**src/sv/bba_pkg.sv**
```systemverilog
// ----------------------------------------------------------------------------
// bba_pkg
// Types and fixed constants of the block bitmap allocator.
// ----------------------------------------------------------------------------
`timescale 1ns / 1ps

package bba_pkg;

	// Bitmap word geometry
	localparam int WORD_W = 32;
	localparam int BIT_W  = 5;

	// Field widths
	localparam int CFG_W = 11;
	localparam int BN_W  = 10;

	localparam logic [CFG_W-1:0] CFG_RESET = 11'd1024;

	typedef enum logic {
		ACT_ALLOC = 1'b0,
		ACT_FREE  = 1'b1
	} act_t;

	typedef enum logic [1:0] {
		ST_OK      = 2'd0,
		ST_NOSPACE = 2'd1,
		ST_REJECT  = 2'd2
	} status_t;

	typedef enum logic [1:0] {
		FSM_CLEAR,
		FSM_IDLE,
		FSM_MODIFY
	} fsm_t;

	// Status from the bitmap store to the controller
	typedef struct packed {
		logic clear_busy;
		logic nf_found;
	} map_stat_t;

endpackage

```
**src/sv/block_bitmap_allocator_unit.sv**
```systemverilog
// Flow: an accepted request reads its bitmap word, and the modify step writes
//   it back on success and loads the result register. Requests are taken one
//   at a time, set by the read-modify-write of one bitmap word; a stalled result
//   beat holds the write-back, and with it the next accept, until m_tready takes the beat.
// Reset: arst_n clears control state, sets the block limit to 1024 and starts a
//   sweep that zeroes the bitmap; s_tready rises in the cycle after the sweep ends,
//   while configuration writes are taken throughout.
// ----------------------------------------------------------------------------
// block_bitmap_allocator_unit
// First-fit block allocator over a word-wide bitmap memory. An allocate takes
// the lowest free block below the configured limit; a free clears a used block
// and rejects an out-of-range or already free block. Each beat in gives one
// beat out, carrying the status, the block taken and the free block count.
// ----------------------------------------------------------------------------
`timescale 1ns / 1ps

module block_bitmap_allocator_unit
	import bba_pkg::*;
#(
	parameter int MAX_BLOCKS = 1024
) (
	input  logic             clk,
	input  logic             arst_n,
	// Configuration: block limit
	input  logic             cfg_we,
	input  logic [CFG_W-1:0] cfg_wdata,
	// Request stream
	input  logic             s_tvalid,
	output logic             s_tready,
	input  logic [15:0]      s_tdata,   // [9:0] block_number, [15:10] zero
	input  logic             s_tuser,   // [0] action
	// Result stream
	output logic             m_tvalid,
	input  logic             m_tready,
	output logic [23:0]      m_tdata,   // [9:0] allocated_block, [20:10] free_count, [23:21] zero
	output logic [1:0]       m_tuser    // [1:0] status
);

	// Memory geometry: 32 blocks per word
	localparam int WORDS = (MAX_BLOCKS + WORD_W - 1) / WORD_W;
	localparam int WA_W  = (WORDS > 1) ? $clog2(WORDS) : 1;
	localparam int BLK_W = WA_W + BIT_W;
	localparam int CMP_W = (BLK_W > CFG_W) ? BLK_W : CFG_W;
	localparam int MX_W  = $clog2(MAX_BLOCKS + 1);
	localparam int LIM_W = (MX_W > CFG_W) ? MX_W : CFG_W;

	fsm_t              state_q;
	fsm_t              state_d;
	logic [CFG_W-1:0]  limit_cfg_q;
	logic [CFG_W-1:0]  used_cnt_q;

	// Request held across the read
	act_t              act_s1;
	logic [BN_W-1:0]   blk_s1;
	logic [WA_W-1:0]   addr_s1;
	logic              nf_found_s1;

	// Result register
	logic              m_tvalid_q;
	status_t           status_q;
	logic [BN_W-1:0]   alloc_blk_q;
	logic [CFG_W-1:0]  free_cnt_q;

	// Control
	logic              accept;
	logic              mod_go;

	// Bitmap store interface
	logic [WA_W-1:0]   rd_addr;
	logic [WORD_W-1:0] rd_word;
	logic              wr_en;
	logic [WORD_W-1:0] wr_word;
	logic [WA_W-1:0]   nf_addr;
	map_stat_t         map_stat;

	// Datapath
	logic [LIM_W-1:0]  lim_wide;
	logic [CFG_W-1:0]  lim;
	logic [CMP_W-1:0]  blk_word_w;
	logic [BIT_W-1:0]  zpos;
	logic [BIT_W-1:0]  pos;
	logic [WORD_W-1:0] bit_mask;
	logic [CMP_W-1:0]  cand_w;
	logic              alloc_ok;
	logic              free_ok;
	status_t           status_d;
	logic [BN_W-1:0]   alloc_blk_d;
	logic [CFG_W-1:0]  used_cnt_d;
	logic [CFG_W-1:0]  free_cnt_d;

	// ------------------------------------------------------------------
	// Configuration register: a limit above capacity acts as capacity
	// ------------------------------------------------------------------
	always_ff @(posedge clk or negedge arst_n) begin
		if (!arst_n) begin
			limit_cfg_q <= CFG_RESET;
		end else if (cfg_we) begin
			limit_cfg_q <= cfg_wdata;
		end
	end

	always_comb begin
		lim_wide = (LIM_W'(limit_cfg_q) > LIM_W'(MAX_BLOCKS)) ? LIM_W'(MAX_BLOCKS)
			: LIM_W'(limit_cfg_q);
		lim      = lim_wide[CFG_W-1:0];
	end

	// ------------------------------------------------------------------
	// Sequencer: CLEAR waits for the sweep, IDLE accepts and reads the
	// word, MODIFY waits until the result register is free, writes the
	// word back on success and loads the result register
	always_ff @(posedge clk or negedge arst_n) begin
		if (!arst_n) begin
			state_q <= FSM_CLEAR;
		end else begin
			state_q <= state_d;
		end
	end

	always_comb begin
		state_d = state_q;
		case (state_q)
			FSM_CLEAR: begin
				if (!map_stat.clear_busy) begin
					state_d = FSM_IDLE;
				end
			end
			FSM_IDLE: begin
				if (s_tvalid) begin
					state_d = FSM_MODIFY;
				end
			end
			FSM_MODIFY: begin
				// Hold until the result register can take the beat
				if (!m_tvalid_q || m_tready) begin
					state_d = FSM_IDLE;
				end
			end
			default: begin
				state_d = FSM_IDLE;
			end
		endcase
	end

	always_comb begin
		s_tready = 1'b0;
		mod_go   = 1'b0;
		case (state_q)
			FSM_IDLE: begin
				s_tready = 1'b1;
			end
			FSM_MODIFY: begin
				mod_go = !m_tvalid_q || m_tready;
			end
			default: begin
				s_tready = 1'b0;
			end
		endcase
	end

	assign accept = s_tvalid && s_tready;

	// ------------------------------------------------------------------
	// Read address: an allocate reads the lowest word with a free bit,
	// a free reads the word that holds the named block
	// ------------------------------------------------------------------
	assign blk_word_w = CMP_W'(s_tdata[BN_W-1:0]) >> BIT_W;
	assign rd_addr    = (act_t'(s_tuser) == ACT_FREE) ? blk_word_w[WA_W-1:0] : nf_addr;

	always_ff @(posedge clk) begin
		if (accept) begin
			act_s1      <= act_t'(s_tuser);
			blk_s1      <= s_tdata[BN_W-1:0];
			addr_s1     <= rd_addr;
			nf_found_s1 <= map_stat.nf_found;
		end
	end

	bba_map #(
		.WORDS (WORDS),
		.WA_W  (WA_W)
	) u_map (
		.clk     (clk),
		.arst_n  (arst_n),
		.rd_en   (accept),
		.rd_addr (rd_addr),
		.rd_data (rd_word),
		.wr_en   (wr_en),
		.wr_addr (addr_s1),
		.wr_data (wr_word),
		.nf_addr (nf_addr),
		.stat    (map_stat)
	);

	// ------------------------------------------------------------------
	// Modify: first zero bit of the word for an allocate; the named bit
	// for a free
	// ------------------------------------------------------------------
	always_comb begin
		zpos = '0;
		for (int i = WORD_W - 1; i >= 0; i--) begin
			if (!rd_word[i]) begin
				zpos = BIT_W'(i);
			end
		end
	end

	always_comb begin
		pos      = (act_s1 == ACT_FREE) ? blk_s1[BIT_W-1:0] : zpos;
		bit_mask = WORD_W'(1) << pos;
		cand_w   = CMP_W'({addr_s1, zpos});
		// Lower words are all used, so the candidate is the first free block;
		// past the limit means no space
		alloc_ok = (act_s1 == ACT_ALLOC) && nf_found_s1 && (cand_w < CMP_W'(lim));
		free_ok  = (act_s1 == ACT_FREE) && ({1'b0, blk_s1} < lim) && rd_word[pos];
	end

	always_comb begin
		wr_en       = mod_go && (alloc_ok || free_ok);
		wr_word     = (act_s1 == ACT_FREE) ? (rd_word & ~bit_mask) : (rd_word | bit_mask);
		used_cnt_d  = used_cnt_q;
		alloc_blk_d = '0;
		if (alloc_ok) begin
			used_cnt_d  = used_cnt_q + 1'b1;
			alloc_blk_d = cand_w[BN_W-1:0];
		end else if (free_ok && (used_cnt_q != '0)) begin
			used_cnt_d = used_cnt_q - 1'b1;
		end
		if (alloc_ok || free_ok) begin
			status_d = ST_OK;
		end else if (act_s1 == ACT_ALLOC) begin
			status_d = ST_NOSPACE;
		end else begin
			status_d = ST_REJECT;
		end
		// Saturate at zero when the limit sits below the used count
		free_cnt_d = (lim > used_cnt_d) ? (lim - used_cnt_d) : '0;
	end

	always_ff @(posedge clk or negedge arst_n) begin
		if (!arst_n) begin
			used_cnt_q <= '0;
		end else if (mod_go) begin
			used_cnt_q <= used_cnt_d;
		end
	end

	// ------------------------------------------------------------------
	// Result register: drop valid once taken, load on every modify step, with or without a write-back
	// ------------------------------------------------------------------
	always_ff @(posedge clk or negedge arst_n) begin
		if (!arst_n) begin
			m_tvalid_q <= 1'b0;
		end else if (mod_go) begin
			m_tvalid_q <= 1'b1;
		end else if (m_tready) begin
			m_tvalid_q <= 1'b0;
		end
	end

	always_ff @(posedge clk) begin
		if (mod_go) begin
			status_q    <= status_d;
			alloc_blk_q <= alloc_blk_d;
			free_cnt_q  <= free_cnt_d;
		end
	end

	assign m_tvalid = m_tvalid_q;
	assign m_tuser  = status_q;
	assign m_tdata  = {3'b000, free_cnt_q, alloc_blk_q};

endmodule

```
**src/sv/bba_map.sv**
```systemverilog
// ----------------------------------------------------------------------------
// bba_map
// Word-wide bitmap memory with a summary of full words and a reset sweep.
// ----------------------------------------------------------------------------
`timescale 1ns / 1ps

module bba_map
	import bba_pkg::*;
#(
	parameter int WORDS = 32,
	parameter int WA_W  = 5
) (
	input  logic              clk,
	input  logic              arst_n,
	input  logic              rd_en,
	input  logic [WA_W-1:0]   rd_addr,
	output logic [WORD_W-1:0] rd_data,
	input  logic              wr_en,
	input  logic [WA_W-1:0]   wr_addr,
	input  logic [WORD_W-1:0] wr_data,
	output logic [WA_W-1:0]   nf_addr,
	output map_stat_t         stat
);

	logic [WORD_W-1:0] mem [WORDS];
	logic [WORD_W-1:0] rd_data_q;
	logic [WORDS-1:0]  full_q;
	logic              clr_busy_q;
	logic [WA_W-1:0]   clr_addr_q;
	logic              nf_found;

	// Sweep the memory to zero after reset
	always_ff @(posedge clk or negedge arst_n) begin
		if (!arst_n) begin
			clr_busy_q <= 1'b1;
			clr_addr_q <= '0;
		end else if (clr_busy_q) begin
			if (clr_addr_q == WA_W'(WORDS - 1)) begin
				clr_busy_q <= 1'b0;
			end
			clr_addr_q <= clr_addr_q + 1'b1;
		end
	end

	always_ff @(posedge clk) begin
		if (clr_busy_q) begin
			mem[clr_addr_q] <= '0;
		end else if (wr_en) begin
			mem[wr_addr] <= wr_data;
		end
	end

	always_ff @(posedge clk) begin
		if (rd_en) begin
			rd_data_q <= mem[rd_addr];
		end
	end

	// Track which words have no free bit left
	always_ff @(posedge clk or negedge arst_n) begin
		if (!arst_n) begin
			full_q <= '0;
		end else if (wr_en && !clr_busy_q) begin
			full_q[wr_addr] <= &wr_data;
		end
	end

	// Lowest word that still holds a free bit
	always_comb begin
		nf_found = 1'b0;
		nf_addr  = '0;
		for (int i = WORDS - 1; i >= 0; i--) begin
			if (!full_q[i]) begin
				nf_found = 1'b1;
				nf_addr  = WA_W'(i);
			end
		end
	end

	assign rd_data         = rd_data_q;
	assign stat.clear_busy = clr_busy_q;
	assign stat.nf_found   = nf_found;

endmodule

```
**config.mk**
```make
export PLATFORM = sky130hd
export DESIGN_NAME = block_bitmap_allocator_unit
export DESIGN_NICKNAME = d
export VERILOG_FILES = /design/src/sv/bba_pkg.sv /design/src/sv/block_bitmap_allocator_unit.sv /design/src/sv/bba_map.sv
export SDC_FILE = /design/constraint.sdc
export NUM_CORES = 2
export LEC_CHECK = 0
export BUFFER_PORTS_ARGS = -buffer_cell sky130_fd_sc_hd__buf_2
export CORE_MARGIN = 3
export CORE_UTILIZATION = 63
export CTS_BUF_LIST = sky130_fd_sc_hd__clkbuf_16
export CTS_CLUSTER_DIAMETER = 200
export CTS_CLUSTER_SIZE = 16
export DETAILED_ROUTE_END_ITERATION = 10
export PLACE_DENSITY = 0.8
export REMOVE_ABC_BUFFERS = 1
export SLEW_MARGIN = 5
export SYNTH_ARGS = -nofsm -noshare
export SYNTH_HDL_FRONTEND = slang
export SYNTH_HIERARCHICAL = 1
export SYNTH_SLANG_ARGS = --single-unit
```
**constraint.sdc**
```tcl
create_clock -name clk -period 7.52 [get_ports clk]
set_input_delay 0.752 -clock clk [delete_from_list [all_inputs] [get_ports clk]]
set_output_delay 0.752 -clock clk [all_outputs]
set_load 0.02 [all_outputs]
```
==> impl_metrics.env <==
export IMPL_p_leak_nw=16.5
export IMPL_synth_flop_cell="edfxtp_1"
export IMPL_async_reset_ff_frac=0.0544
export IMPL_power_mw=12.3
export IMPL_vdd_drop_max_uv=212
export IMPL_wire_per_inst_um=30.6
export IMPL_row_count=100
export IMPL_cp_arrival_ps=7310
export IMPL_rr_startpoint="u_map/rd_data[16]"
export IMPL_die_w_um=282
export IMPL_slew_headroom=0.199
export IMPL_cts_setup_buffers=0
export IMPL_finalSetupViolCount=0
export IMPL_ff2ff_path_depth=29
export IMPL_fin_area_um2=51900
export IMPL_cp_slowest_cell="nor4_1"
export IMPL_syn_inst=2854
export IMPL_cts_root_buf="clkbuf_16"
export IMPL_design_die_area_um2=79300
export IMPL_path_class="register to register"
export IMPL_worst_slew_pin_slew_ps=1200
export IMPL_crit_fanout=11
export IMPL_htreeDepth=3
export IMPL_pin_count=61
export IMPL_synth_cell_types=80
export IMPL_grt_max_degree=155
export IMPL_fin_cells=3915
export IMPL_cts_resized_gates=0
export IMPL_clock_sinks=1159
export IMPL_fin_nets=2989
export IMPL_fill_cells=4626
export IMPL_numPortBuffers=51
export IMPL_crit_start="u_map/rd_data[16]"
export IMPL_max_cap_violations=0
export IMPL_drt_wl_total_mm=120
export IMPL_final_core_util=0.693
export IMPL_crit_family="compound AO/OA/AOI/OAI gates"
export IMPL_clockBufferDepth=3
export IMPL_rsz0062_at_grt="false"
export IMPL_ys_seq_area_frac=0.721
export IMPL_insertion_delay_ps=650
export IMPL_grt_pass1_wl_mm=176
export IMPL_cp_endpoint="free_cnt_q[7]"
export IMPL_p_sw_mw=2.80
export IMPL_period_share=0.921
export IMPL_p_comb_frac=0.085
export IMPL_ys_warn_count=6
export IMPL_vias=27011
export IMPL_crit_buf_inv=2
export IMPL_p_int_mw=9.49
export IMPL_synth_seq_cells=1159
export IMPL_reg2reg_to="free_cnt_q[7]"
export IMPL_antenna_found_initial=2
export IMPL_slowest_delay_ps=540
export IMPL_startpoint_type="register"
export IMPL_first_pass_iters=5
export IMPL_hold_class="primary input to register"
export IMPL_status="complete, no violations"
export IMPL_drive_above_1_share=0.156
export IMPL_cpMostUsedCell="o21ai_0"
export IMPL_grt_usage=0.307
export IMPL_diodes=0
export IMPL_synth_edff_count=1096
export IMPL_power_density_nw_per_um2=237
export IMPL_viasPerCell=6.90
export IMPL_synthToLayoutAreaGrowth_pct=8.41
export IMPL_fin_skew_ps=19.9
export IMPL_start_util=0.640
export IMPL_switching_share=0.228
export IMPL_setup_tns_ps=0
export IMPL_finalCriticalPeriod_ps=6930
export IMPL_pwr_share_seq=0.586
export IMPL_dp_hpwl_mm=67.6
export IMPL_ant_nets=0
export IMPL_grt_pass1_vias=26456
export IMPL_netlist_area_um2=47900
export IMPL_fmax_mhz=144
export IMPL_hold_start="s_tdata[2]"
export IMPL_p_clk_frac=0.329
export IMPL_cts_hold_buffers=0
export IMPL_holdWs_ps=282
export IMPL_finalMaxSlewViolations=0
export IMPL_dp_slack_ps=671
export IMPL_cts_buffers=82
export IMPL_setup_slack_ps=591
export IMPL_drt_iter0_drc=3380
export IMPL_place_congestion=0.975
export IMPL_place_area_um2=49600
export IMPL_overflow=0
export IMPL_worstSetupEndpointType="register"
export IMPL_clkSlewWorstSetupHoldPaths_ps=80
export IMPL_cp_depth=29
export IMPL_crit_required_ps=7900
export IMPL_dp_cells=3806
export IMPL_synth_avg_cell_area_um2=16.8
export IMPL_reg2reg_slack_ps=590
export IMPL_cts_tree="yes"
export IMPL_drc_errors=0
export IMPL_hold_violations=0
export IMPL_die_h_um=282
export IMPL_core_area_um2=74800
[layout by cell type (no fill, tap or decap), types with 4 or more instances in the layout]
cell and n:
edfxtp_1 1096, a21oi_1 123, o211ai_1 5, xor2_1 13, dfrtp_1 61, o21a_1 5, nor2b_1 79, mux4_2 128
nor3b_1 4, and2_1 48, and3_1 7, xnor2_1 14, nand2_1 167, nor2_4 35, buf_2 51, clkbuf_16 84
nand3_1 89, a21oi_2 10, buf_4 58, and4_1 6, nand4_1 66, o31ai_1 6, buf_12 14, mux2_2 45
a22oi_1 96, a21o_1 7, a31oi_2 4, nand3b_1 5, nor4_1 7, o21ai_0 69, inv_1 60, nor2_1 57
nand2b_1 10, a31oi_1 12, a211oi_1 10, nor3_1 20, ha_1 34, mux2i_1 269, or3_1 6
[cell families (layout without fill, tap and decap cells)]
logic type      Yosys count  count (layout)  share of synthesized area
flops                  1159            1159                      0.721
simple gates            624             624                     0.0666
mux                     445             445                      0.128
compound gates          381             381                     0.0512
buf+inv                 182             272                     0.0191
fa+ha+maj                35              35                    0.00931
xor+xnor                 27              27                    0.00494
other cells               1               3                  0.0000784
[layer usage]
layer  GRT usage  vias up  share of wire
li1            -    11319              -
met1       0.437    13853           0.38
met2       0.484     1591           0.48
met3      0.0631      246           0.11
met4       0.103        2          0.034
met5           0        -        0.00011
[layout make-up]
cell class              count  area, um2  share of cell area
clock inverters            25        158             0.00304
repair buffers            123        971              0.0187
inverters                  40        150             0.00289
flip-flops and latches   1159      34500               0.665
multi-input cells        1515      12800               0.247
well taps                 969       1210              0.0234
clock buffers              84       2100              0.0405
[power by group through the flow]
stage / clock (mW) / combinational, mW / sequential [mW]
2_1_floorplan: 0 / 0.759 / 7.32
3_3_place_gp: 0 / 0.993 / 7.34
3_5_place_dp: 0 / 1.01 / 7.34
4_1_cts: 4.10 / 1.02 / 7.20
5_1_grt: 4.36 / 1.12 / 7.21
6_report: 4.04 / 1.04 / 7.20
[flip-flops by register name, indices dropped and copies added, names as in the netlist]
signal            flops
u_map/rd_data        32
u_map/full_q         32
state_q               2
m_tvalid              1
free_cnt_q           11
addr_s1               5
alloc_blk_q          10
nf_found_s1           1
blk_s1               10
act_s1                1
limit_cfg_q          11
u_map/clr_addr_q      5
u_map/mem          1024
u_map/clr_busy_q      1
m_tuser               2
used_cnt_q           11
[worst reg2reg max path: cells and delay by family (launching register included)]
kind | cells | cell delay (ps)
flip-flops | 1 | 510
buffers and inverters | 2 | 410
AO/OA/AOI/OAI | 19 | 3790
adder cells (fa/ha/maj) | 2 | 650
AND/OR/NAND/NOR | 6 | 1290
[worst min path at each step]
stage	to	slack (ps)	cells past startpoint
2_1_floorplan	limit_cfg_q[0]	460	0
3_3_place_gp	used_cnt_q[10]	500	1
3_5_place_dp	used_cnt_q[10]	510	1
4_1_cts	blk_s1[4]	260	1
5_1_grt	blk_s1[2]	270	1
6_report	blk_s1[2]	280	1
[synth_stat cells (all sizes together) (7+ instances only)]
cell,instances,area [um2]
xnor2,14,123
a22oi,96,721
nand4,67,425
nand2b,11,68.8
inv,40,150
nor2,92,348
nor2b,82,513
nor3,20,100
nand3,89,445
a211oi,10,75.1
nand2,169,644
ha,34,425
mux2i,270,2720
clkbuf,55,206
a21o,7,52.6
edfxtp,1096,32900
dfrtp,61,1530
nor4,8,65.1
a21oi,133,703
mux2,47,529
mux4,128,2880
and2,50,313
buf,87,559
xor2,13,114
o21ai,70,350
a31oi,16,100
and3,8,50.1
Power figures use the tool's default switching activity.
